===== src/design/vdp_pkg.sv =====
package vdp_pkg;

    // Host address space of the access port.
    localparam int ADDR_W = 14;
    localparam logic [ADDR_W-1:0] ADDR_MAX = 14'h3FFF;

    // Register file size and the register that reloads the line counter.
    localparam int NUM_REGS = 11;
    localparam int LINE_REG = 10;

    localparam logic [7:0] LINE_CNT_RESET = 8'hFF;
    localparam logic [7:0] FRAME_FLAG = 8'h80;

    // Colour memory contents after reset: this palette, then zeros.
    localparam int PALETTE_LEN = 16;
    localparam logic [7:0] BOOT_PALETTE [PALETTE_LEN] = '{
        8'h00, 8'h00, 8'h08, 8'h0C, 8'h20, 8'h30, 8'h02, 8'h3C,
        8'h03, 8'h17, 8'h0A, 8'h1F, 8'h04, 8'h33, 8'h2A, 8'h3F
    };

    // Item modes.
    typedef enum logic [2:0] {
        MODE_DATA_WR   = 3'd0,
        MODE_DATA_RD   = 3'd1,
        MODE_CTRL_WR   = 3'd2,
        MODE_STATUS_RD = 3'd3,
        MODE_TICK      = 3'd4
    } t_mode;

    // Access codes set by the second control byte.
    typedef enum logic [1:0] {
        CODE_VRAM_RD = 2'd0,
        CODE_VRAM_WR = 2'd1,
        CODE_REG_WR  = 2'd2,
        CODE_CRAM_WR = 2'd3
    } t_code;

    // Datapath operations, one per cycle.
    typedef enum logic [3:0] {
        OP_NONE,
        OP_CLEAR,
        OP_LATCH,
        OP_DATA_WR,
        OP_VREAD,
        OP_DATA_RD,
        OP_CTRL_FIRST,
        OP_CTRL_SECOND,
        OP_MOD_STEP,
        OP_PREFETCH,
        OP_STATUS,
        OP_TICK,
        OP_RESULT
    } t_op;

    typedef struct packed {
        t_op op;
    } t_cmd;

    typedef struct packed {
        logic [2:0] mode;
        t_code      code;
        logic       second_byte;
        logic       clear_last;
    } t_status;

endpackage


===== src/design/vdp_ctrl.sv =====
module vdp_ctrl (
    input  logic             i_clk,
    input  logic             i_rst_n,
    input  logic             i_in_valid,
    output logic             o_in_ready,
    output logic             o_out_valid,
    input  logic             i_out_ready,
    input  vdp_pkg::t_status i_status,
    output vdp_pkg::t_cmd    o_cmd
);

    typedef enum logic [2:0] {
        S_CLEAR,
        S_IDLE,
        S_DECODE,
        S_VREAD,
        S_MOD,
        S_PRE,
        S_DONE
    } t_state;

    t_state r_state;
    t_state n_state;
    logic   r_out_valid;
    logic   out_free;

    assign out_free   = !r_out_valid || i_out_ready;
    assign o_in_ready = (r_state == S_IDLE);

    // Next state and datapath command.
    always_comb begin
        n_state  = r_state;
        o_cmd.op = vdp_pkg::OP_NONE;
        case (r_state)
            S_CLEAR: begin
                o_cmd.op = vdp_pkg::OP_CLEAR;
                if (i_status.clear_last) begin
                    n_state = S_IDLE;
                end
            end
            S_IDLE: begin
                if (i_in_valid) begin
                    o_cmd.op = vdp_pkg::OP_LATCH;
                    n_state  = S_DECODE;
                end
            end
            S_DECODE: begin
                n_state = S_DONE;
                case (i_status.mode)
                    vdp_pkg::MODE_DATA_WR: begin
                        o_cmd.op = vdp_pkg::OP_DATA_WR;
                        if ((i_status.code == vdp_pkg::CODE_VRAM_RD) ||
                            (i_status.code == vdp_pkg::CODE_VRAM_WR)) begin
                            n_state = S_VREAD;
                        end
                    end
                    vdp_pkg::MODE_DATA_RD: begin
                        o_cmd.op = vdp_pkg::OP_DATA_RD;
                    end
                    vdp_pkg::MODE_CTRL_WR: begin
                        if (i_status.second_byte) begin
                            o_cmd.op = vdp_pkg::OP_CTRL_SECOND;
                            n_state  = S_MOD;
                        end else begin
                            o_cmd.op = vdp_pkg::OP_CTRL_FIRST;
                        end
                    end
                    vdp_pkg::MODE_STATUS_RD: begin
                        o_cmd.op = vdp_pkg::OP_STATUS;
                    end
                    vdp_pkg::MODE_TICK: begin
                        o_cmd.op = vdp_pkg::OP_TICK;
                    end
                    default: begin
                    end
                endcase
            end
            S_VREAD: begin
                o_cmd.op = vdp_pkg::OP_VREAD;
                n_state  = S_DONE;
            end
            S_MOD: begin
                o_cmd.op = vdp_pkg::OP_MOD_STEP;
                n_state  = (i_status.code == vdp_pkg::CODE_VRAM_RD) ? S_PRE : S_DONE;
            end
            S_PRE: begin
                o_cmd.op = vdp_pkg::OP_PREFETCH;
                n_state  = S_DONE;
            end
            S_DONE: begin
                if (out_free) begin
                    o_cmd.op = vdp_pkg::OP_RESULT;
                    n_state  = S_IDLE;
                end
            end
            default: begin
                n_state = S_IDLE;
            end
        endcase
    end

    // State and output word valid.
    always_ff @(posedge i_clk) begin
        if (!i_rst_n) begin
            r_state     <= S_CLEAR;
            r_out_valid <= 1'b0;
        end else begin
            r_state <= n_state;
            if (o_cmd.op == vdp_pkg::OP_RESULT) begin
                r_out_valid <= 1'b1;
            end else if (i_out_ready) begin
                r_out_valid <= 1'b0;
            end
        end
    end

    assign o_out_valid = r_out_valid;

    // An accepted word is decoded in the next cycle.
    a_accept_decode: assert property (@(posedge i_clk) disable iff (!i_rst_n)
        (i_in_valid && o_in_ready) |=> (r_state == S_DECODE))
        else $error("accepted word not decoded");

    // A result word appears only when an item finishes.
    a_result_source: assert property (@(posedge i_clk) disable iff (!i_rst_n)
        $rose(r_out_valid) |-> ($past(r_state) == S_DONE))
        else $error("result word raised outside item completion");

    // The remainder step leaves for the prefetch or the finish.
    a_mod_exit: assert property (@(posedge i_clk) disable iff (!i_rst_n)
        (r_state == S_MOD) |=> ((r_state == S_PRE) || (r_state == S_DONE)))
        else $error("remainder step did not end");

endmodule


===== config.mk =====
export PLATFORM = sky130hd
export DESIGN_NAME = vdp_ctrl
export DESIGN_NICKNAME = d
export VERILOG_FILES = /design/src/design/vdp_pkg.sv /design/src/design/vdp_ctrl.sv
export SDC_FILE = /design/constraint.sdc
export NUM_CORES = 1
export LEC_CHECK = 0
export ABC_CLOCK_PERIOD_IN_PS = 1700
export BUFFER_PORTS_ARGS = -buffer_cell sky130_fd_sc_hd__buf_2
export CAP_MARGIN = 5
export CORE_AREA = 2 2 39 41
export DETAILED_ROUTE_END_ITERATION = 10
export DIE_AREA = 0 0 41 43
export GPL_TIMING_DRIVEN = 1
export PLACE_DENSITY_LB_ADDON = 0.15
export SETUP_SLACK_MARGIN = 0.3
export SLEW_MARGIN = 0
export SYNTH_ARGS = -nofsm -noshare
export SYNTH_HDL_FRONTEND = slang
export SYNTH_SLANG_ARGS = --single-unit
export TNS_END_PERCENT = 100

===== constraint.sdc =====
create_clock -name i_clk -period 1.7 [get_ports i_clk]
set_input_delay 0.34 -clock i_clk [delete_from_list [all_inputs] [get_ports i_clk]]
set_output_delay 0.34 -clock i_clk [all_outputs]
set_load 0.02 [all_outputs]

==> results.py, run 1 <==
metrics = {
    "floorplan": {
        "die_x_um": 41,
        "die_area_mm2": 0.001763,
        "io_pins": 17,
        "dieHeight_um": 43,
        "start_util": 0.2767,
        "rows": 14,
        "core_mm2": 0.001384,
    },
    "power": {
        "p_per_area_mw_per_mm2": 549.8,
        "ir_drop_mv": 0.3406,
        "clkPwrFrac": 0.278,
        "p_comb_frac": 0.462,
        "p_leak_nw": 0.3425,
        "intPower_uw": 291.3,
        "p_seq_frac": 0.259,
        "netSwitchingPower_uw": 133.8,
        "p_sw_frac": 0.3148,
        "power.total_uw": 425.1,
    },
    "yosys": {
        "ys_ff_latch": 4,
        "netlist_instances": 47,
        "synth_flop_cell": "dfxtp_1",
        "syn_area_per_cell_um2": 8.146,
        "async_reset_ff_frac": 0,
        "yosys_warnings": 0,
        "ys_types": 29,
        "syn-num-nets": 58,
        "synth_enable_flop_cells": 0,
        "ys_seq_area_frac": 0.2092,
        "synth_area_um2": 382.9,
    },
    "timing": {
        "slew_violations": 0,
        "finalSetupViolations": 0,
        "max_freq_mhz": 599.1,
        "hold_viol": 0,
        "rsz0062_at_grt": "yes",
        "slew_headroom": 0.8162,
        "finalClockSkew_ps": 1.784,
        "worst_pin_slew_ps": 273.4,
        "period_needed_ps": 1669,
        "min_period_over_period": 0.9819,
    },
    "run": {
        "maxCapViolations": 0,
    },
    "critical_path": {
        "crit_top_cell": "buf_6",
        "path_delay_family": "simple AND/OR/NAND/NOR gates",
        "startpoint_type": "primary input",
        "crit_path_max_incr_delay_ps": 340,
        "arrival_ps": 1330,
        "critPathMaxFanout": 2,
        "end_kind": "primary output",
        "worst-setup-path-type": "in -> out",
        "crit_required_ps": 1360,
        "path_buf_inv": 2,
        "cp_cell_sequence": "buf_6 -> mux2_4 -> or3_4 -> a21oi_4 -> buf_6",
        "cp_slowest_cell": "or3_4",
    },
    "detailed_routing": {
        "drcViolationCount": 0,
        "firstDrtPassIters": 4,
        "drtIter0Drc": 3,
        "vias": 494,
        "vias_per_cell": 5.041,
        "drt-wirelength-per-cell_um": 12.15,
        "antenna_left": 0,
        "routed_wl_um": 1191,
    },
    "cells_and_area": {
        "fillers": 134,
        "fin_util": 0.5588,
        "multiInputGateArea_um2": 356.6,
        "syn2layout_area_growth_pct": 102.0,
        "nets": 95,
        "regArea_um2": 90.09,
        "diodes": 0,
        "drive_gt1_frac": 0.6707,
    },
    "clock_network": {
        "worstSkewPairLatency_ps": 240,
        "numCtsBuffers": 3,
        "htree_levels": 1,
        "cts-root-buf": "clkbuf_4",
        "clk_path_buf_depth": 2,
        "cts_tree": "built",
        "cts_sinks": 4,
        "cts.clk_slew.worst_paths_ps": 30,
        "ctsHoldBuffers": 0,
    },
    "global_routing": {
        "grt_pass1_wl_um": 1752,
        "track_usage": 0.1439,
        "grt_antenna_before_repair": 0,
        "grt_pass1_vias": 434,
        "grt_max_degree": 8,
        "grt_overflow_total": 0,
    },
    "min_path": {
        "min_path_type": "in -> reg",
    },
    "status": {
        "status": "finished clean",
    },
    "placed_design": {
        "dp_hpwl_um": 811.6,
        "io_buffer_count": 16,
        "gp_congestion": 0.7261,
    },
}
synthesized netlist by cell type, drive strengths merged (2+ instances only):
| master | n | share of area |
|---|---|---|
| a21oi | 4 | 0.062 |
| dfxtp | 4 | 0.21 |
| nand2b | 4 | 0.065 |
| a211oi | 3 | 0.059 |
| nor2 | 3 | 0.029 |
| buf | 2 | 0.039 |
| inv | 2 | 0.020 |
| nand3b | 2 | 0.039 |
| nor3b | 2 | 0.039 |
| o21a | 2 | 0.039 |
| o22ai | 2 | 0.033 |
layout by cell type, fill, tap and decap left out, types with 3 or more instances in the layout:
cell type	instances
buf_4	15
buf_6	11
buf_2	8
nand2b_4	3
clkbuf_4	3
flip-flops by register name (all words and copies together), names as in the netlist:
signal	flops
o_out_valid	1
r_state	3
worst reg2reg max path: stages (launching register included):
cell and delay, ps:
dfxtp_2 330, buf_6 120, buf_6 110, buf_6 110, buf_4 120, nand3b_1 130, o22ai_1 100, o311a_1 280
final cells by class:
class	count	area share
clock buffers	3	0.02913
inverters	2	0.009709
multi-input cells	39	0.4612
flip-flops and latches	4	0.1165
well taps	16	0.02589
repair buffers	34	0.3576
through the flow:
stage                     setup TNS [ps]  hold slack (ps)  setup slack (ps)  cells  area (um2)
final                                  0            355.7             30.85     98       773.2
after global routing                   0            365.2             5.697     98       773.2
after CTS                              0            353.3             41.76     96       752.0
after detailed placement          -51.36            594.0            -51.36     87       563.0
after global placement            -49.93            594.4            -49.93     87       563.0
after floorplan                        0            457.5             193.2     47       402.9
timing repair:
| action | CTS | global route |
|---|---|---|
| pin swaps | 5 | 2 |
| buffers inserted | 6 | 2 |
| resized for setup | 30 | 2 |
| endpoints found under the setup margin | 5 | 5 |
power groups by stage:
stage	Combinational [mW]	Sequential, mW	Clock, mW
after floorplan	0.0897	0.106	0
after global placement	0.138	0.113	0
after detailed placement	0.138	0.112	0
after CTS	0.190	0.109	0.120
after global routing	0.210	0.112	0.129
final	0.197	0.110	0.118
metal layers:
layer / track usage / vias to the layer above / wire length, um
met5: 0 / - / 0
met4: 0.06000 / 0 / 17
met3: 0 / 2 / 48
met2: 0.2406 / 13 / 614
met1: 0.1845 / 223 / 510
li1: - / 256 / -
path summary, 6_finish.rpt:
kind                                          startpoint                        to  slack [ps]  cells past startpoint
worst max register to register   r_state[1]$_SDFFE_PN0P_   r_state[1]$_SDFFE_PN0P_         290                      7
worst min register to register  o_out_valid$_SDFFE_PN0P_  o_out_valid$_SDFFE_PN0P_         640                      3
worst min-delay path                             i_rst_n   r_state[2]$_SDFFE_PN0P_         360                      2
worst max-delay path                         i_status[5]                  o_cmd[1]          30                      5
kinds of logic after synthesis:
logic type	after synthesis	share of synthesized area
AND/OR/NAND/NOR	17	0.2908
buffers and inverters	4	0.05882
XOR/XNOR	1	0.02288
AO/OA/AOI/OAI	19	0.3627
multiplexers	2	0.05555
flip-flops	4	0.2092
No activity file was read; power rests on OpenSTA's default activity.
==> run 2: changes to the inputs <==
--- a/config.mk
+++ b/config.mk
@@ -7,2 +7,3 @@
 export LEC_CHECK = 0
+export ABC_AREA = 1
 export ABC_CLOCK_PERIOD_IN_PS = 1700
==> constraint.sdc (replaced) <==
create_clock -name i_clk -period 1.7 [get_ports i_clk]
set_input_delay 0.17 -clock i_clk [delete_from_list [all_inputs] [get_ports i_clk]]
set_output_delay 0.17 -clock i_clk [all_outputs]
set_load 0.02 [all_outputs]
==> run 2 against run 1 <==
Register-to-register slack improved by 130 ps. Worst setup slack improved by 300 ps. Via count rose by 9.3%. Sequential cell count did not move. Cell area fell by 18%. Routed wire length fell by 3.9%. Die area did not move. Sequential power rose by 87%. Power rose by 130%. Critical path depth rose by 1. Global-route usage fell by 0.32 points. Critical endpoint is now o_cmd[2].
==> results.py, run 2 <==
metrics = {
    "timing": {
        "finalClockSkew_ps": 0.6497,
        "finalSetupViolations": 0,
        "slew_violations": 0,
        "min_period_over_period": 0.8078,
        "hold_viol": 0,
        "setup_tns_ps": 0,
        "period_needed_ps": 1373,
        "slew_headroom": 0.8863,
        "rsz0062_at_grt": "yes",
        "max_freq_mhz": 728.2,
        "worst_pin_slew_ps": 169.9,
    },
    "clock_network": {
        "cts_tree": "built",
        "clk_path_buf_depth": 2,
        "cts.clk_slew.worst_paths_ps": 30,
        "numCtsBuffers": 3,
        "cts-root-buf": "clkbuf_4",
        "worstSkewPairLatency_ps": 230,
        "htree_levels": 1,
        "cts_sinks": 4,
        "ctsHoldBuffers": 0,
    },
    "yosys": {
        "ys_ff_latch": 4,
        "synth_enable_flop_cells": 0,
        "ys_seq_area_frac": 0.1922,
        "synth_top_cell_area_share": 0.1922,
        "synth_flop_cell": "dfxtp_1",
        "netlist_instances": 75,
        "ys_types": 17,
        "syn-num-nets": 86,
        "synth_commonest_cells": "nand2_1 (17), inv_1 (13), nor2_1 (10)",
        "yosys_warnings": 0,
        "synth.most_common_cell": "nand2_1",
        "syn_area_per_cell_um2": 5.555,
        "yosys.area.top_type": "dfxtp_1",
        "ys_top_cells_by_area": "dfxtp_1 (19%), nand2_1 (15%), inv_1 (12%), nand3_1 (9.6%), nor2_1 (9.0%)",
        "async_reset_ff_frac": 0,
        "synth_area_um2": 416.7,
    },
    "global_routing": {
        "track_usage": 0.1407,
        "grt_antenna_before_repair": 0,
        "grt_max_degree": 9,
        "grt_overflow_total": 0,
        "grt_pass1_vias": 497,
        "grt_pass1_wl_um": 1725,
    },
    "run": {
        "maxCapViolations": 0,
    },
    "power": {
        "clkPwrFrac": 0.114,
        "p_seq_frac": 0.209,
        "p_leak_nw": 0.3421,
        "ir_drop_mv": 0.5886,
        "p_comb_frac": 0.677,
        "p_sw_frac": 0.4796,
        "netSwitchingPower_uw": 472.0,
        "intPower_uw": 512.2,
        "p_per_area_mw_per_mm2": 1548,
    },
    "critical_path": {
        "crit_required_ps": 1530,
        "end_kind": "primary output",
        "critPathMaxFanout": 4,
        "path_buf_inv": 3,
        "cp_cell_sequence": "inv_4 -> buf_6 -> nor3_4 -> a21oi_2 -> o21ai_1 -> buf_4",
        "crit_path_max_incr_delay_ps": 370,
        "worst-setup-path-type": "reg -> out",
        "path_delay_family": "flip-flops",
        "arrival_ps": 1200,
        "startpoint_type": "flip-flop",
        "cp_slowest_cell": "dfxtp_4",
    },
    "detailed_routing": {
        "drt-wirelength-per-cell_um": 9.786,
        "routed_wl_um": 1145,
        "drtIter0Drc": 8,
        "firstDrtPassIters": 4,
        "vias": 540,
        "antenna_left": 0,
        "vias_per_cell": 4.615,
        "drcViolationCount": 0,
    },
    "floorplan": {
        "rows": 14,
        "core_mm2": 0.001384,
        "start_util": 0.3011,
        "die_x_um": 41,
        "dieHeight_um": 43,
        "die_area_mm2": 0.001763,
        "io_pins": 17,
    },
    "cells_and_area": {
        "regMostFlops": "r_state",
        "syn2layout_area_growth_pct": 52.55,
        "design_area_um2": 635.6,
        "drive_gt1_frac": 0.4455,
        "layout_commonest_cell": "nand2_1",
        "final_cell_mix": "nand2_1 (17), buf_2 (13), inv_1 (11)",
        "nets": 114,
        "largest_register_ffs": 3,
        "diodes": 0,
    },
    "placed_design": {
        "io_buffer_count": 16,
        "gp_congestion": 0.7766,
        "dp_hpwl_um": 787.1,
        "place_area_um2": 505.5,
    },
    "status": {
        "status": "finished clean",
    },
    "min_path": {
        "min_path_type": "in -> reg",
    },
}
[run 2: cell count changes after synthesis, sizes merged, moves of 3 or more]
cell    change
nand3       +8
inv        +14
a211oi      -3
o21ai       +3
nand2b      -4
nand2      +20
nor2        +9
[run 2: kinds of logic after synthesis]
logic type             Yosys count  share of synthesized area
AND/OR/NAND/NOR                 44                     0.5045
buffers and inverters           17                     0.1712
flip-flops                       4                     0.1922
AO/OA/AOI/OAI                   10                     0.1321
[run 2: through the flow]
step	power, mW	setup slack [ps]	util	hold slack [ps]	instances
6_report	0.9842	326.8	0.4593	158.5	117
5_1_grt	1.054	294.6	0.4593	171.7	117
4_1_cts	0.8694	299.5	0.4132	153.4	113
3_5_place_dp	0.6603	435.0	0.3653	392.9	106
3_3_place_gp	0.6678	403.8	0.3653	394.8	106
2_1_floorplan	0.5498	421.7	-	267.6	75
[run 2: worst min-delay path: stages]
cell	delay [ps]
buf_2	100
nand2_1	50
inv_1	40
[run 2: repair_timing]
item,in CTS,in global routing
gates resized for setup,7,12
buffers inserted,4,4
endpoints found under the setup margin,4,4
pin swaps,3,3
[run 2: area by class of cell]
cell class / count / area (um2)
Multi-Input combinational cell: 54 / 290.3
Clock buffer: 3 / 22.52
Fill cell: 150 / 748.2
Sequential cell: 4 / 88.84
Inverter: 16 / 62.56
Tap cell: 16 / 20.02
Timing Repair Buffer: 24 / 151.4
[run 2: layer usage]
layer,vias up,GRT usage,routed length [um]
li1,291,-,-
met4,0,0.08000,0
met1,241,0.1613,470
met3,0,0.01571,36
met5,-,0,0
met2,8,0.2344,637
[run 2: path summary, 6_finish.rpt]
kind                                          startpoint                      end  slack [ps]  cells past startpoint
worst min register to register  o_out_valid$_SDFFE_PN0P_  r_state[1]$_SDFFE_PN0P_         610                      4
worst max-delay path             r_state[0]$_SDFFE_PN0P_                 o_cmd[2]         330                      6
worst max register to register   r_state[0]$_SDFFE_PN0P_  r_state[2]$_SDFFE_PN0P_         420                      9
worst min-delay path                             i_rst_n  r_state[2]$_SDFFE_PN0P_         160                      3
[run 2: power groups by stage]
| stage | Combinational (mW) | Sequential [mW] | Clock, mW |
|---|---|---|---|
| 2_1_floorplan | 0.393 | 0.157 | 0 |
| 3_3_place_gp | 0.487 | 0.181 | 0 |
| 4_1_cts | 0.556 | 0.195 | 0.119 |
| 6_report | 0.667 | 0.206 | 0.112 |
| 5_1_grt | 0.724 | 0.209 | 0.121 |
| 3_5_place_dp | 0.479 | 0.181 | 0 |
==> run 3: changes to the inputs <==
- ABC_AREA: 1 -> 0
- ABC_CLOCK_PERIOD_IN_PS: 1700 -> 1300
- clock period: 1.7 -> 1.3 ns (I/O delays scaled with it)
==> run 3 against run 2 <==
The run now ends with negative setup slack left. Cell area rose by 29%. Utilization is 13 points higher. Non-clock buffer count is 11 higher. Combinational power is 58% lower. Clock power grew 53%. Register-to-register slack got worse by 380 ps. Die area unchanged.
==> results.py, run 3 (synthesis gave the netlist of run 1 again) <==
metrics = {
    "floorplan": {
        "die_area_mm2": 0.001763,
        "io_pins": 17,
        "core_mm2": 0.001384,
        "start_util": 0.2767,
        "dieHeight_um": 43,
        "rows": 14,
        "die_x_um": 41,
    },
    "placed_design": {
        "dp_hpwl_um": 943,
        "place_area_um2": 605.6,
        "pre_cts_slack_ps": -54.04,
        "io_buffer_count": 16,
        "gp_congestion": 0.7774,
    },
    "timing": {
        "max_freq_mhz": 730.6,
        "hold_viol": 0,
        "finalClockSkew_ps": 12.94,
        "rsz0062_at_grt": "yes",
        "finalSetupViolations": 4,
        "worst_pin_slew_ps": 272.0,
        "period_needed_ps": 1369,
        "min_period_over_period": 1.053,
        "slew_headroom": 0.8186,
        "slew_violations": 0,
        "setup_tns_ps": -206.4,
        "setup_ws_ps": -68.67,
    },
    "detailed_routing": {
        "vias_per_cell": 5.340,
        "drtIter0Drc": 9,
        "routed_wl_um": 1493,
        "antenna_left": 0,
        "drcViolationCount": 0,
        "drt-wirelength-per-cell_um": 14.93,
        "firstDrtPassIters": 4,
        "vias": 534,
    },
    "power": {
        "p_per_area_mw_per_mm2": 734.8,
        "p_seq_frac": 0.248,
        "power.total_uw": 600.4,
        "netSwitchingPower_uw": 200.3,
        "p_sw_frac": 0.3336,
        "p_comb_frac": 0.467,
        "clkPwrFrac": 0.285,
        "intPower_uw": 400.1,
        "ir_drop_mv": 0.3036,
        "p_leak_nw": 0.3585,
    },
    "cells_and_area": {
        "nets": 96,
        "design_area_um2": 817.0,
        "syn2layout_area_growth_pct": 113.4,
        "largest_register_ffs": 3,
        "layout_commonest_cell": "buf_4",
        "diodes": 0,
        "drive_gt1_frac": 0.6905,
        "final_cell_mix": "buf_4 (13), buf_2 (11), buf_6 (11)",
        "regMostFlops": "r_state",
    },
    "clock_network": {
        "clk_path_buf_depth": 2,
        "cts_sinks": 4,
        "worstSkewPairLatency_ps": 240,
        "cts-root-buf": "clkbuf_4",
        "numCtsBuffers": 3,
        "cts.clk_slew.worst_paths_ps": 50,
        "cts_tree": "built",
        "htree_levels": 1,
    },
    "critical_path": {
        "crit_required_ps": 1170,
        "path_delay_family": "flip-flops",
        "arrival_ps": 1240,
        "r2r_start": "r_state[1]$_SDFFE_PN0P_",
        "startpoint_type": "flip-flop",
        "end_kind": "primary output",
        "worst-setup-path-type": "reg -> out",
        "cp_slowest_cell": "dfxtp_4",
        "rr_worst_depth": 5,
        "cp_cell_sequence": "inv_4 -> or3_4 -> a21oi_4 -> buf_6",
        "path_buf_inv": 2,
        "r2r_slack_ps": 40,
        "timing.rr.end": "r_state[1]$_SDFFE_PN0P_",
        "crit_path_max_incr_delay_ps": 380,
        "critPathMaxFanout": 4,
    },
    "run": {
        "maxCapViolations": 0,
    },
    "status": {
        "violations": "negative setup slack",
        "status": "finished with violations",
    },
    "min_path": {
        "min_path_type": "in -> reg",
        "min_from": "i_rst_n",
        "hold_depth": 2,
        "hold_end": "r_state[1]$_SDFFE_PN0P_",
    },
    "global_routing": {
        "grt_pass1_vias": 493,
        "grt_antenna_before_repair": 0,
        "track_usage": 0.1896,
        "grt_pass1_wl_um": 2228,
        "grt_max_degree": 11,
        "grt_overflow_total": 0,
    },
}
-- run 3: cell count changes in the layout (fill, tap and decap cells not counted), moves of 3 or more --
cell | previous run | this run
buf_6 | 1 | 11
nor2_1 | 8 | 3
inv_2 | 4 | 0
inv_1 | 11 | 1
nand3_1 | 8 | 1
buf_4 | 10 | 13
nand2b_4 | 0 | 3
nand2_1 | 17 | 0
-- run 3: layer usage --
layer	routed length, um	up-vias	global-route usage
met4	0	0	0.07333
met2	840	23	0.3406
met1	584	250	0.2115
li1	-	261	-
met3	68	0	0.01571
met5	0	-	0
-- run 3: through the flow --
stage | hold slack, ps | instances | util
6_report | 167.4 | 100 | 0.5904
5_1_grt | 165.0 | 100 | 0.5904
4_1_cts | 155.4 | 97 | 0.5660
3_5_place_dp | 394.2 | 85 | 0.4376
3_3_place_gp | 388.9 | 85 | 0.4376
2_1_floorplan | 247.4 | 47 | -
-- run 3: timing repair --
action,in CTS,in global routing
buffers inserted,8,3
gates resized for setup,23,5
pin swaps,8,5
setup endpoints to repair,8,9
hold buffers,0,0
-- run 3: power groups by stage --
stage	Clock, mW	Combinational (mW)	Sequential (mW)
after global placement	0	0.192	0.156
after floorplan	0	0.138	0.143
after CTS	0.181	0.266	0.149
final	0.171	0.281	0.149
after global routing	0.183	0.298	0.150
after detailed placement	0	0.194	0.156
-- run 3: worst reg2reg max path, cell delays in order (launching register included) --
cell and delay (ps):
dfxtp_4 360, buf_6 120, buf_6 110, nand3b_1 170, o22ai_1 100, o311a_1 290
-- run 3: worst max-delay path by stage --
stage | to | depth (start not counted) | startpoint | slack (ps)
CTS | o_cmd[3] | 4 | r_state[2]$_SDFFE_PN0P_ | -90
finish | o_cmd[1] | 4 | r_state[1]$_SDFFE_PN0P_ | -70
global route | o_cmd[3] | 5 | o_out_valid$_SDFFE_PN0P_ | -110
floorplan | o_cmd[1] | 3 | i_status[5] | 160
detailed placement | o_cmd[1] | 5 | i_status[5] | -50
global placement | o_cmd[1] | 5 | i_status[5] | -50
-- run 3: final cells by class --
| class | instances | area (um2) |
|---|---|---|
| clock buffer | 4 | 26.28 |
| multi-input combinational | 39 | 391.6 |
| sequential | 4 | 92.59 |
| fill | 126 | 566.8 |
| tap | 16 | 20.02 |
| inverter | 2 | 10.01 |
| timing repair buffer | 35 | 276.5 |
